[config.mk]
export PLATFORM = sky130hd
export DESIGN_NAME = psdr_lane
export DESIGN_NICKNAME = d
export VERILOG_FILES = /design/src/sv/psdr_pkg.sv /design/src/sv/psdr_lane.sv
export SDC_FILE = /design/constraint.sdc
export NUM_CORES = 1
export LEC_CHECK = 0
export BUFFER_PORTS_ARGS = -buffer_cell sky130_fd_sc_hd__buf_4
export CAP_MARGIN = 20
export CORE_UTILIZATION = 60
export CTS_CLUSTER_SIZE = 40
export DETAILED_ROUTE_END_ITERATION = 10
export PLACE_DENSITY = 0.79
export SLEW_MARGIN = 5
export SYNTH_ARGS = -nofsm -noshare
export SYNTH_HDL_FRONTEND = slang
export SYNTH_SLANG_ARGS = --single-unit
[constraint.sdc]
create_clock -name i_clk -period 20.1 [get_ports i_clk]
set_input_delay 1.005 -clock i_clk [delete_from_list [all_inputs] [get_ports i_clk]]
set_output_delay 1.005 -clock i_clk [all_outputs]
set_load 0.03 [all_outputs]
[src/sv/psdr_pkg.sv]
// ----------------------------------------------------------------------------
// psdr_pkg
// Shared types and constants for the pairwise squared distance row block.
// ----------------------------------------------------------------------------
package psdr_pkg;

    localparam int NUM_COORDS = 4;
    localparam int COORD_BITS = 16;
    localparam int SQ_BITS    = 32;   // (2^16 - 1)^2 fits in 32 bits
    localparam int DIST_BITS  = 34;
    localparam int IDX_BITS   = 6;
    localparam int DIMS_BITS  = 3;

    localparam logic [DIMS_BITS-1:0] DIMS_RESET = 3'd2;

    localparam logic CMD_APPEND = 1'b0;
    localparam logic CMD_CLEAR  = 1'b1;

    typedef logic signed [COORD_BITS-1:0] t_coord;
    typedef logic [SQ_BITS-1:0]           t_sq;
    typedef logic [DIST_BITS-1:0]         t_dist;

    typedef struct packed {
        logic [NUM_COORDS-1:0] lane_on;     // coordinate takes part
        logic                  force_zero;  // diagonal or overflow entry
    } t_merge_ctl;

endpackage

[src/sv/psdr_lane.sv]
// ----------------------------------------------------------------------------
// psdr_lane
// One coordinate lane: difference of new and stored coordinate, squared,
// registered.
// ----------------------------------------------------------------------------
module psdr_lane
    import psdr_pkg::*;
(
    input  logic   i_clk,
    input  logic   i_en,
    input  t_coord i_new,
    input  t_coord i_stored,
    output t_sq    o_sq
);

    logic signed [COORD_BITS:0]       diff;
    logic signed [2*COORD_BITS+1:0]   prod;
    t_sq                              r_sq;

    always_comb begin
        diff = {i_new[COORD_BITS-1], i_new} - {i_stored[COORD_BITS-1], i_stored};
        prod = diff * diff;
    end

    always_ff @(posedge i_clk) begin
        if (i_en) begin
            r_sq <= prod[SQ_BITS-1:0];
        end
    end

    assign o_sq = r_sq;

endmodule

==> flow_summary.yaml <==
run_status:
  status: "complete, no violations"
die:
  die_x_um: 137
  core_um2: 18000
  die_height_um: 137
  dieArea_um2: 18800
  pin_count: 66
  initial_core_util: 0.610
  rows: 49
cells_and_area:
  nets: 1598
  final_util: 0.662
  syn2layout_area_growth_pct: 8.48
  drive_above_1_share: 0.0907
  fill_cells: 1411
  insertedDiodeCount: 0
  largest_register_ffs: 31
  design_area_um2: 11900
routing:
  wirelength_um: 22800
  wl_met1_um: 8510
  vias_per_cell: 5.37
  wl_met2_um: 11400
  firstDrtPassIters: 5
  dr_wl_met3_um: 1470
  antenna_left: 0
  highest-signal-layer: "met4"
  vias: 7745
  route.detailed.wl_per_inst_um: 15.8
  drcViolationCount: 0
  drt_iter0_drc: 471
timing:
  fin_tns_setup_ns: 0
  fmax_mhz: 107
  finalCritPeriodShare: 0.467
  setup_violations: 0
  rsz0062_at_grt: "false"
  hold_viol_final: 0
  final.min_clock_period_ns: 9.38
  slew_headroom: 0.468
  slew_violations: 0
  layout_setup_ws_ns: 10.72
  tightest_slew_ns: 0.796
clock_network:
  cts_sinks: 31
  cts_buffers: 5
  post_cts_buffers: 0
  cts_tree: "yes"
  path_clk_slew_ns: 0.06
  cts_htree_levels: 2
  ctsHoldBuffers: 0
  clockRootBuffer: "clkbuf_16"
  cts_resized: 0
  cts.path.max_buffers: 2
setup_path:
  worstSetupStartpointType: "input port"
  critPathArrivalTime_ns: 9.41
  worstSetupEndpoint: "o_sq[31]"
  critPathLaunch: "i_new[0]"
  slowest_stage: "fa_1"
  path_common_cell: "fa_1"
  cp-end-kind: "flop"
  critical_path_required_ns: 20.13
  cp_max_fo: 19
  crit_type: "input port to flop"
  max_stage_delay_ns: 0.51
synthesis:
  ys_ff_latch: 31
  ys_top_cells_by_area: "fa_1 (47%), inv_1 (11%), ha_1 (10%)"
  synthTopCellsByCount: "inv_1 (331), fa_1 (260), nor2_1 (103)"
  synth_most_common_cell: "inv_1"
  synth_area_um2: 11000
  yosysWarnings: 0
  synth_edf_count: 31
  syn_inst: 1151
  syn_nets: 1537
  synth-seq-area-share: 0.0849
  synth_top_area_share: 0.475
  synth_ff_type: "edfxtp_1"
  avgSynthCellArea_um2: 9.52
  synth_cell_types: 57
  async_flop_share: 0
  yosysTopAreaCell: "fa_1"
global_route:
  grt_use_total: 0.272
  first_global_vias: 8388
  overflow: 0
  antenna_found_initial: 0
  grt_max_degree: 32
  grt_pass1_wl_um: 38700
run:
  drv_cap: 0
placed_design:
  dp_hpwl_um: 19400
  pre_cts_slack_ns: 10.48
  place_congestion: 0.922
  place_area_um2: 11700
  portBuffers: 64
min_path:
  hp-class: "input port to flop"
  hp-start: "i_en"
per-layer routing:
layer,track usage,up-vias
li1,-,3518
met1,0.329,3833
met2,0.468,302
met3,0.0324,92
met4,0.167,0
met5,0,-
cells by family after synthesis:
kind of cell / synth area share
buffers and inverters: 0.126
adders and majority gates: 0.580
and+or+nand+nor: 0.0962
AOI/OAI and AO/OA: 0.0663
xor gates and xnor gates: 0.0451
DFF: 0.0849
other: 0.000342
muxes: 0.000913
worst min-delay path by stage:
stage               slack [ns]       end  cells past startpoint
detailed placement        1.45  o_sq[13]                      1
floorplan                 1.12   o_sq[0]                      0
global route              1.23  o_sq[31]                      1
global placement          1.45   o_sq[0]                      1
CTS                       1.21   o_sq[8]                      1
finish                    1.21  o_sq[31]                      1
placed cells by master, fill, tap and decap left out, drive strengths merged, types with 2 or more instances in the layout:
cell     count
fa         260
inv        342
clkbuf       5
ha          92
a31oi        6
nor3         7
o21bai       2
or2          3
a2111oi      2
nor2       104
o21ai       19
nand3        5
a21o        15
o2111ai      2
clkinv       5
a21oi       25
nand4        5
edfxtp      31
a211oi       3
xnor2       38
a21boi       3
o41ai        3
nand2       92
o21a         9
buf         76
nand2b       2
xor2        15
nor2b        6
and2        19
metrics by stage:
stage                     instances  hold slack (ns)
final                          1442             1.21
after global routing           1442             1.23
after CTS                      1442             1.21
after detailed placement       1434             1.45
after global placement         1434             1.45
after floorplan                1151             1.12
cell type report:
type / instances / area [um2] / area share
flip-flops and latches: 31 / 931 / 0.0783
clock inverters: 3 / 38.8 / 0.00326
multi-input cells: 753 / 8650 / 0.727
well taps: 229 / 287 / 0.0241
clock buffers: 5 / 125 / 0.0105
repair buffers: 76 / 571 / 0.0480
inverters: 345 / 1290 / 0.109
critical path: cells and delay by family:
| kind | cells | cell delay [ns] |
|---|---|---|
| buf+inv | 8 | 0.81 |
| simple gates | 3 | 0.62 |
| compound gates | 14 | 2.79 |
| fa+ha+maj | 9 | 3.76 |
| xor+xnor | 1 | 0.41 |
Power is not shown: default switching activity piles up to over one toggle a cycle in this logic, so the estimate is an artifact.
