==> config.mk <==
export PLATFORM = sky130hd
export DESIGN_NAME = psdr_ram
export DESIGN_NICKNAME = d
export VERILOG_FILES = /design/src/sv/psdr_ram.sv
export SDC_FILE = /design/constraint.sdc
export NUM_CORES = 2
export LEC_CHECK = 0
export BUFFER_PORTS_ARGS = -buffer_cell sky130_fd_sc_hd__buf_2
export CORE_ASPECT_RATIO = 0.5
export CORE_MARGIN = 4
export CORE_UTILIZATION = 59
export CTS_BUF_LIST = sky130_fd_sc_hd__clkbuf_8
export DETAILED_ROUTE_END_ITERATION = 7
export HOLD_SLACK_MARGIN = 0.1
export MAX_ROUTING_LAYER = met4
export PLACE_DENSITY = 0.78
export SETUP_SLACK_MARGIN = 0.1
export SKIP_CTS_REPAIR_TIMING = 1
export SYNTH_ARGS = -nofsm -noshare
export SYNTH_HDL_FRONTEND = slang
export SYNTH_SLANG_ARGS = --single-unit
==> constraint.sdc <==
create_clock -name i_clk -period 5 [get_ports i_clk]
set_input_delay 0 -clock i_clk [delete_from_list [all_inputs] [get_ports i_clk]]
set_output_delay 0 -clock i_clk [all_outputs]
set_load 0.05 [all_outputs]
==> src/sv/psdr_ram.sv <==
// ----------------------------------------------------------------------------
// psdr_ram
// Generic single-write, single-read RAM with registered read data.
// ----------------------------------------------------------------------------
module psdr_ram #(
    parameter int WIDTH = 64,
    parameter int DEPTH = 64
) (
    input  logic                     i_clk,
    input  logic                     i_wr_en,
    input  logic [$clog2(DEPTH)-1:0] i_wr_addr,
    input  logic [WIDTH-1:0]         i_wr_data,
    input  logic                     i_rd_en,
    input  logic [$clog2(DEPTH)-1:0] i_rd_addr,
    output logic [WIDTH-1:0]         o_rd_data
);

    logic [WIDTH-1:0] r_mem [DEPTH];
    logic [WIDTH-1:0] r_rd_data;

    always_ff @(posedge i_clk) begin
        if (i_wr_en) begin
            r_mem[i_wr_addr] <= i_wr_data;
        end
        if (i_rd_en) begin
            r_rd_data <= r_mem[i_rd_addr];
        end
    end

    assign o_rd_data = r_rd_data;

endmodule

==> reports/metrics.cfg <==
[outcome]
status = finished clean

[power]
p_clk_share_pct = 35.7
p_comb_share_pct = 5.2
p_total_uw = 65770
powerDensity_mw_per_mm2 = 377.0
p_int_uw = 50980
p_sw_uw = 14790
power.leakage_uw = 0.05479
peakVddDrop_v = 0.0002113
seqPwrFrac_pct = 59.1
switching_share_pct = 22.48

[placed_design]
port_buffers = 142
dp_hpwl_mm = 219.3
gp_congestion = 0.8139

[timing]
clock_skew_ps = 47.36
finalCritPeriodShare_pct = 60.58
fin_crit_ps = 3029
worst_pin_slew_ps = 1311
fmax_ghz = 0.3301
fin_setup_tns_ps = 0
setup_viol = 0
rsz0062_at_grt = no
slew_violations = 0
final-hold-violation-count = 0
slew_headroom_pct = 12.37
whs_ps = 99.31

[yosys]
synthTopCellsByArea = edfxtp_1 (80%), mux4_2 (15%), mux2i_1 (0.86%)
synth.distinct_cells = 32
synth_compound_area_share_pct = 2.467
async_flop_share_pct = 0
yosysSeqAreaShare_pct = 79.57
synth.most_common_cell = edfxtp_1
synth_top_family_by_area = multiplexers
synthMuxAreaShare_pct = 15.55
syn_inst = 6598
synth.top_cell.area_share_pct = 79.57
yosys-top-cells-count = edfxtp_1 (4160), mux4_2 (1024), buf_2 (170)
synthesis.area_sq_mm = 0.1570
synth_fp_nets = 6677
synth_flop_cell = edfxtp_1
synth.avg_cell_area_sq_um = 23.79
yosysWarnings = 0
synth_edf_count = 4160
synthAdderAreaFrac_pct = 0
yosys.area_share.xor_xnor_pct = 0
synth_largest_area_cell = edfxtp_1
synthSimpleGateAreaFrac_pct = 1.235
ys_ff_latch = 4160

[worst_hold_path]
hp-class = in -> reg

[global_routing]
grtUsageTotal_pct = 31.22
grt_max_degree = 95
overflow = 0
grt_pass1_vias = 77411
antenna_found_initial = 30
grt_pass1_wl_mm = 585.2

[setup_path]
cp.required_ps = 5870
cp-end-kind = flop
worst_setup_path_start_kind = primary input
r2r_setup_slack_ps = 2640
crit_type = in -> reg
crit_fanout = 53
cpPeakStageDelay_ps = 840
path_cells = dlygate4sd3_1 > buf_8 > nor2b_4 > buf_4 > a22oi_1 > nand3_1 > and3_1 > dlygate4sd3_1
cpMostUsedCell = dlygate4sd3_1
critical-path-slowest-cell = nor2b_4
crit_arrival_ps = 3900

[floorplanning]
start_util_pct = 59.52
core_sq_mm = 0.2638
rows = 133
die_h_microns = 372.8
die_area_sq_mm = 0.2749
die-width_microns = 737.5
io_pins = 143

[route]
wl_per_cell_microns = 37.06
drt-initial-drc-count = 14032
final_antenna_net_count = 0
drc = 0
postRouteWirelength_mm = 415.3
drtPass1Iterations = 5
vias = 79406
viasPerCell = 7.087

[cells_and_area]
drive_gt1_share_pct = 28.28
fin_util_pct = 66.14
nFillCells = 15327
area_growth_pct = 11.13
fin_nets = 7335

[job]
maxCapViolCount = 0

[cts]
cts_root_buf = clkbuf_8
cts.path.max_buffers = 4
cts.htree.levels = 6
cts_tree = built
clk_latency_ps = 1030
numCtsBuffers = 562
path_clk_slew_ps = 70
cts_sinks = 4160

[per-stage QoR]
step	cells	worst slack [ps]	cell area, sq um
5_1_grt	11199	2185	174400
3_3_place_gp	10120	1877	163700
2_1_floorplan	6598	969.7	157000
6_report	11204	1971	174500
3_5_place_dp	10120	1878	163700
4_1_cts	11097	2634	173600
[worst max-delay path, delay by kind of cell]
| family | cells | cell delay, ps |
|---|---|---|
| compound gates | 1 | 330 |
| buf+inv | 4 | 2200 |
| simple gates | 3 | 1180 |
[final timing paths]
path                                start                      end  cells past startpoint
setup / recovery             i_rd_addr[2]  o_rd_data[12]$_DFFE_PP_                      8
hold / removal               i_rd_addr[0]  o_rd_data[10]$_DFFE_PP_                      5
setup reg to reg  r_mem[40][12]$_DFFE_PP_  o_rd_data[12]$_DFFE_PP_                      5
hold reg to reg    r_mem[39][0]$_DFFE_PP_   o_rd_data[0]$_DFFE_PP_                      4
[placed cells by master, fill, tap and decap left out, types with 3 or more instances in the layout]
cell type      instances
edfxtp_1            4160
mux4_2              1024
clkbuf_8             579
inv_1                204
a22oi_1              168
buf_4                161
clkinv_1             138
buf_2                138
mux2i_1              135
a22o_1                88
o22ai_1               83
buf_12                82
dlygate4sd3_1         81
nor2_4                65
and3_1                64
a211oi_1              63
nand2_1               54
nor2_1                47
nand3_1               45
o221ai_1              38
clkinv_2              32
or3_1                 29
or2_2                 28
a41oi_1               26
diode_2               25
nor2b_1               24
a2bb2oi_1             19
a31oi_1               18
clkinvlp_4            17
inv_6                 13
nand2b_1               9
inv_8                  5
bufinv_16              5
nor2b_4                3
clkinv_8               3
[logic make-up (layout without fill, tap and decap cells)]
group                  count (synthesis)  in the layout
buffers and inverters                389           1460
muxes                               1159           1159
other                                  0             25
and+or+nand+nor                      386            386
AOI/OAI and AO/OA                    504            504
DFF                                 4160           4160
[layer usage]
metal,up-vias,share of wire (%),GRT usage (%)
li1,29901,-,-
met1,41219,35,43.67
met2,7310,46,44.39
met3,976,15,9.001
met4,0,4.0,11.85
met5,-,0,-
[flip-flops by register name (all words and copies together), names as in the netlist]
signal     count
r_mem       4096
o_rd_data     64
[final cells by class]
type                       count  area (sq um)  area share, %
antenna                       25         62.56        0.03586
clock buffer                 579          7969          4.568
clock inverter               398          1869          1.071
inverter                      19         71.32        0.04088
multi-input combinational   2049         30790          17.65
sequential                  4160        124900          71.60
tap                         3510          4392          2.517
timing repair buffer         464          4382          2.512
[power by group through the flow]
stage          clock (uW)  combinational [uW]  sequential, uW
3_3_place_gp            0                3270           39600
5_1_grt             25500                3620           38800
6_report            23500                3450           38900
4_1_cts             23600                3360           38800
2_1_floorplan           0                1800           39700
3_5_place_dp            0                3350           39600
(Power assumes the default switching activity.)
