[src/sv/psdr_pkg.sv]
// ----------------------------------------------------------------------------
// psdr_pkg
// Shared types and constants for the pairwise squared distance row block.
// ----------------------------------------------------------------------------
package psdr_pkg;

    localparam int NUM_COORDS = 4;
    localparam int COORD_BITS = 16;
    localparam int SQ_BITS    = 32;   // (2^16 - 1)^2 fits in 32 bits
    localparam int DIST_BITS  = 34;
    localparam int IDX_BITS   = 6;
    localparam int DIMS_BITS  = 3;

    localparam logic [DIMS_BITS-1:0] DIMS_RESET = 3'd2;

    localparam logic CMD_APPEND = 1'b0;
    localparam logic CMD_CLEAR  = 1'b1;

    typedef logic signed [COORD_BITS-1:0] t_coord;
    typedef logic [SQ_BITS-1:0]           t_sq;
    typedef logic [DIST_BITS-1:0]         t_dist;

    typedef struct packed {
        logic [NUM_COORDS-1:0] lane_on;     // coordinate takes part
        logic                  force_zero;  // diagonal or overflow entry
    } t_merge_ctl;

endpackage

[src/sv/psdr_merge.sv]
// ----------------------------------------------------------------------------
// psdr_merge
// Adds the squares of the active lanes into one distance; zero on force_zero.
// ----------------------------------------------------------------------------
module psdr_merge
    import psdr_pkg::*;
(
    input  t_sq        i_sq [NUM_COORDS],
    input  t_merge_ctl i_ctl,
    output t_dist      o_dist
);

    t_dist sum;

    always_comb begin
        sum = '0;
        for (int k = 0; k < NUM_COORDS; k++) begin
            if (i_ctl.lane_on[k]) begin
                sum = sum + DIST_BITS'(i_sq[k]);
            end
        end
        if (i_ctl.force_zero) begin
            sum = '0;
        end
    end

    assign o_dist = sum;

endmodule

[config.mk]
export PLATFORM = sky130hd
export DESIGN_NAME = psdr_merge
export DESIGN_NICKNAME = d
export VERILOG_FILES = /design/src/sv/psdr_pkg.sv /design/src/sv/psdr_merge.sv
export SDC_FILE = /design/constraint.sdc
export NUM_CORES = 1
export LEC_CHECK = 0
export ABC_AREA = 0
export BUFFER_PORTS_ARGS = -buffer_cell sky130_fd_sc_hd__buf_2
export CAP_MARGIN = 20
export CORE_MARGIN = 5
export CORE_UTILIZATION = 36
export DETAILED_ROUTE_END_ITERATION = 12
export PLACE_DENSITY_LB_ADDON = 0.2
export SYNTH_ARGS = -nofsm -noshare
export SYNTH_HDL_FRONTEND = slang
export SYNTH_SLANG_ARGS = --single-unit
export TNS_END_PERCENT = 5
[constraint.sdc]
create_clock -name vclk -period 16.1
set_input_delay 1.61 -clock vclk [all_inputs]
set_output_delay 1.61 -clock vclk [all_outputs]
set_load 0.01 [all_outputs]
==> results.json <==
{
  "grt_use_total_pct": 20.90,
  "die_h_um": 149.1,
  "synth_mux_area_share_pct": 4.507,
  "route.met2.wl_um": 11690,
  "fin_crit_ns": 10.98,
  "final_common_cell": "buf_2",
  "dieArea_sq_mm": 0.02224,
  "syn-cell-area_sq_mm": 0.006968,
  "ys.warnings.count": 0,
  "hold_buffers": 0,
  "timing.final.ws_setup_ns": 5.123,
  "antenna_left": 0,
  "ys_types": 79,
  "endpoint_kind": "output port",
  "die_width_um": 149.1,
  "synth_top_family_by_area": "compound AO/OA/AOI/OAI gates",
  "irDropWorstVdd_mv": 0.03623,
  "comb_power_share_pct": 100.0,
  "yosys.area_share.simple_pct": 23.81,
  "slew_viol_final": 0,
  "status": "finished clean",
  "grt_max_degree": 57,
  "rows": 50,
  "synth.largest_area_cell": "ha_1",
  "wl_per_cell_um": 17.40,
  "slew_headroom_pct": 39.87,
  "final.clkbuf_count": 0,
  "rsz0062_at_grt": "false",
  "arrival_ns": 9.37,
  "drc": 0,
  "gp_congestion": 0.9475,
  "synth_area_leaders": "ha_1 16%, a21oi_1 7.0%, xnor2_1 6.9%, a21o_1 5.9%, nand2_1 5.1%",
  "synth_top_area_share_pct": 15.98,
  "syn-mean-instance-area_sq_um": 6.713,
  "hold_viol": 0,
  "synthCells": 1038,
  "start_kind": "primary input",
  "first_pass_iters": 6,
  "seqCellArea_sq_um": 0,
  "fin_crit_sh_pct": 68.18,
  "dpl_worst_slack_ns": 5.217,
  "setup_viol": 0,
  "drt_iter0_drc": 447,
  "via_per_inst": 5.742,
  "grt_pass1_vias": 7564,
  "hold_path.class": "in -> out",
  "drive_gt1_share_pct": 18.06,
  "gr-total-overflow": 0,
  "wl_met3_um": 1350,
  "yosysSeqAreaShare_pct": 0,
  "via_count": 8137,
  "fillers": 2061,
  "cts_setup_buffers": 0,
  "sw_frac_of_total_pct": 56.58,
  "powerDensity_mw_per_mm2": 67.45,
  "cp_common_cell": "a21o_1",
  "yosys.area_share.xor_xnor_pct": 10.56,
  "start_util_pct": 36.88,
  "maxCapViolCount": 0,
  "pin_count": 167,
  "synth-compound-area-share_pct": 38.55,
  "coreArea_sq_mm": 0.01889,
  "wl_met1_um": 11400,
  "final_cell_mix": "167 x buf_2, 98 x a21oi_1, 95 x nand2_1",
  "antennaDiodeCount": 0,
  "area_delta_synth_final_pct": 14.37,
  "hp-start": "i_sq[0]",
  "p_int_uw": 233.3,
  "routed.top_layer": "met5",
  "max_freq_mhz": 91.10,
  "grt_pass1_wl_um": 38810,
  "critPathMaxStageDelay_ns": 0.68,
  "leakage_uw": 0.003943,
  "sequential_cell_total": 0,
  "clock_power_share_pct": 0,
  "multiInputGateArea_sq_mm": 0.006609,
  "io_buffer_count": 167,
  "p_switching_uw": 304.1,
  "critPathMaxFanout": 56,
  "synth_nets": 1263,
  "synthAdderAreaFrac_pct": 17.42,
  "required_ns": 14.49,
  "fin_tns_setup_ns": 0,
  "num-nets-final": 1384,
  "grt_antenna_before_repair": 1,
  "sequentialPowerShare_pct": 0,
  "tightestPinTransition_ns": 0.9019,
  "cp_slowest_cell": "buf_2",
  "ctsResizeCount": 0,
  "hpwl_um": 20510,
  "worstSetupPathType": "in -> out",
  "cp-startpoint": "i_ctl[1]",
  "wl_um": 24660
}
==> cells by family (layout without fill, tap and decap cells) <==
kind of cell / after synthesis / count (layout)
fa+ha+maj: 96 / 96
simple gates: 342 / 342
mux: 29 / 29
xor+xnor: 84 / 84
buf+inv: 92 / 211
compound gates: 395 / 395
==> path summary, 6_finish.rpt <==
kind | end | slack [ns] | cells after the start
max | o_dist[29] | 5.12 | 33
min | o_dist[0] | 3.67 | 5
==> layer usage <==
metal	vias up	track usage, %
met3	12	1.732
met5	-	0
li1	4135	-
met4	2	1.510
met2	246	37.16
met1	3742	28.71
==> synth_stat cells (5+ instances only) <==
library cell / count
a21oi_1: 98
nand2_1: 95
ha_1: 89
nor2_1: 84
a21o_1: 55
xnor2_1: 55
o21ai_0: 54
clkbuf_1: 46
inv_1: 37
nand3_1: 30
and2_1: 29
xor2_1: 29
nor3_1: 21
mux2_2: 18
a211oi_1: 17
nand2b_1: 17
and3_1: 16
a31oi_1: 14
o21a_1: 14
a22o_1: 13
nand4_1: 11
o211ai_1: 11
o21bai_1: 11
mux2i_1: 10
o21ai_1: 10
o31ai_1: 10
nor2b_1: 9
or3_1: 8
a22oi_1: 7
o2111ai_1: 6
o211a_1: 6
o22ai_1: 6
a211o_1: 5
a221o_1: 5
buf_1: 5
==> metrics by stage <==
step	total power, uW	cell area (sq um)	util [%]	hold slack, ns	instances
after floorplan	402.9	6968	-	3.516	1038
after global placement	531.0	7946	42.06	3.675	1415
after detailed placement	530.4	7946	42.06	3.673	1415
after CTS	533.9	7946	42.06	3.677	1415
after global routing	595.5	7969	42.18	3.734	1417
final	537.5	7969	42.18	3.672	1417
==> power groups by stage <==
| stage | combinational, uW | sequential (uW) | clock (uW) |
|---|---|---|---|
| floorplan | 403 | 0 | 0 |
| global placement | 531 | 0 | 0 |
| detailed placement | 530 | 0 | 0 |
| CTS | 534 | 0 | 0 |
| global route | 595 | 0 | 0 |
| finish | 537 | 0 | 0 |
==> critical path, delay by kind of cell <==
kind            cells  cell delay (ns)
mux                 1             0.13
xor+xnor            3             0.68
buf+inv             3             0.95
fa+ha+maj           4             1.27
simple gates        6             0.96
compound gates     16             3.76
==> area by class of cell <==
class                      count  share of cell area [%]
multi-input combinational    946                   82.93
timing repair buffer         174                   11.24
tap                          260                   4.082
inverter                      37                   1.743
Power figures use the tool's default switching activity.
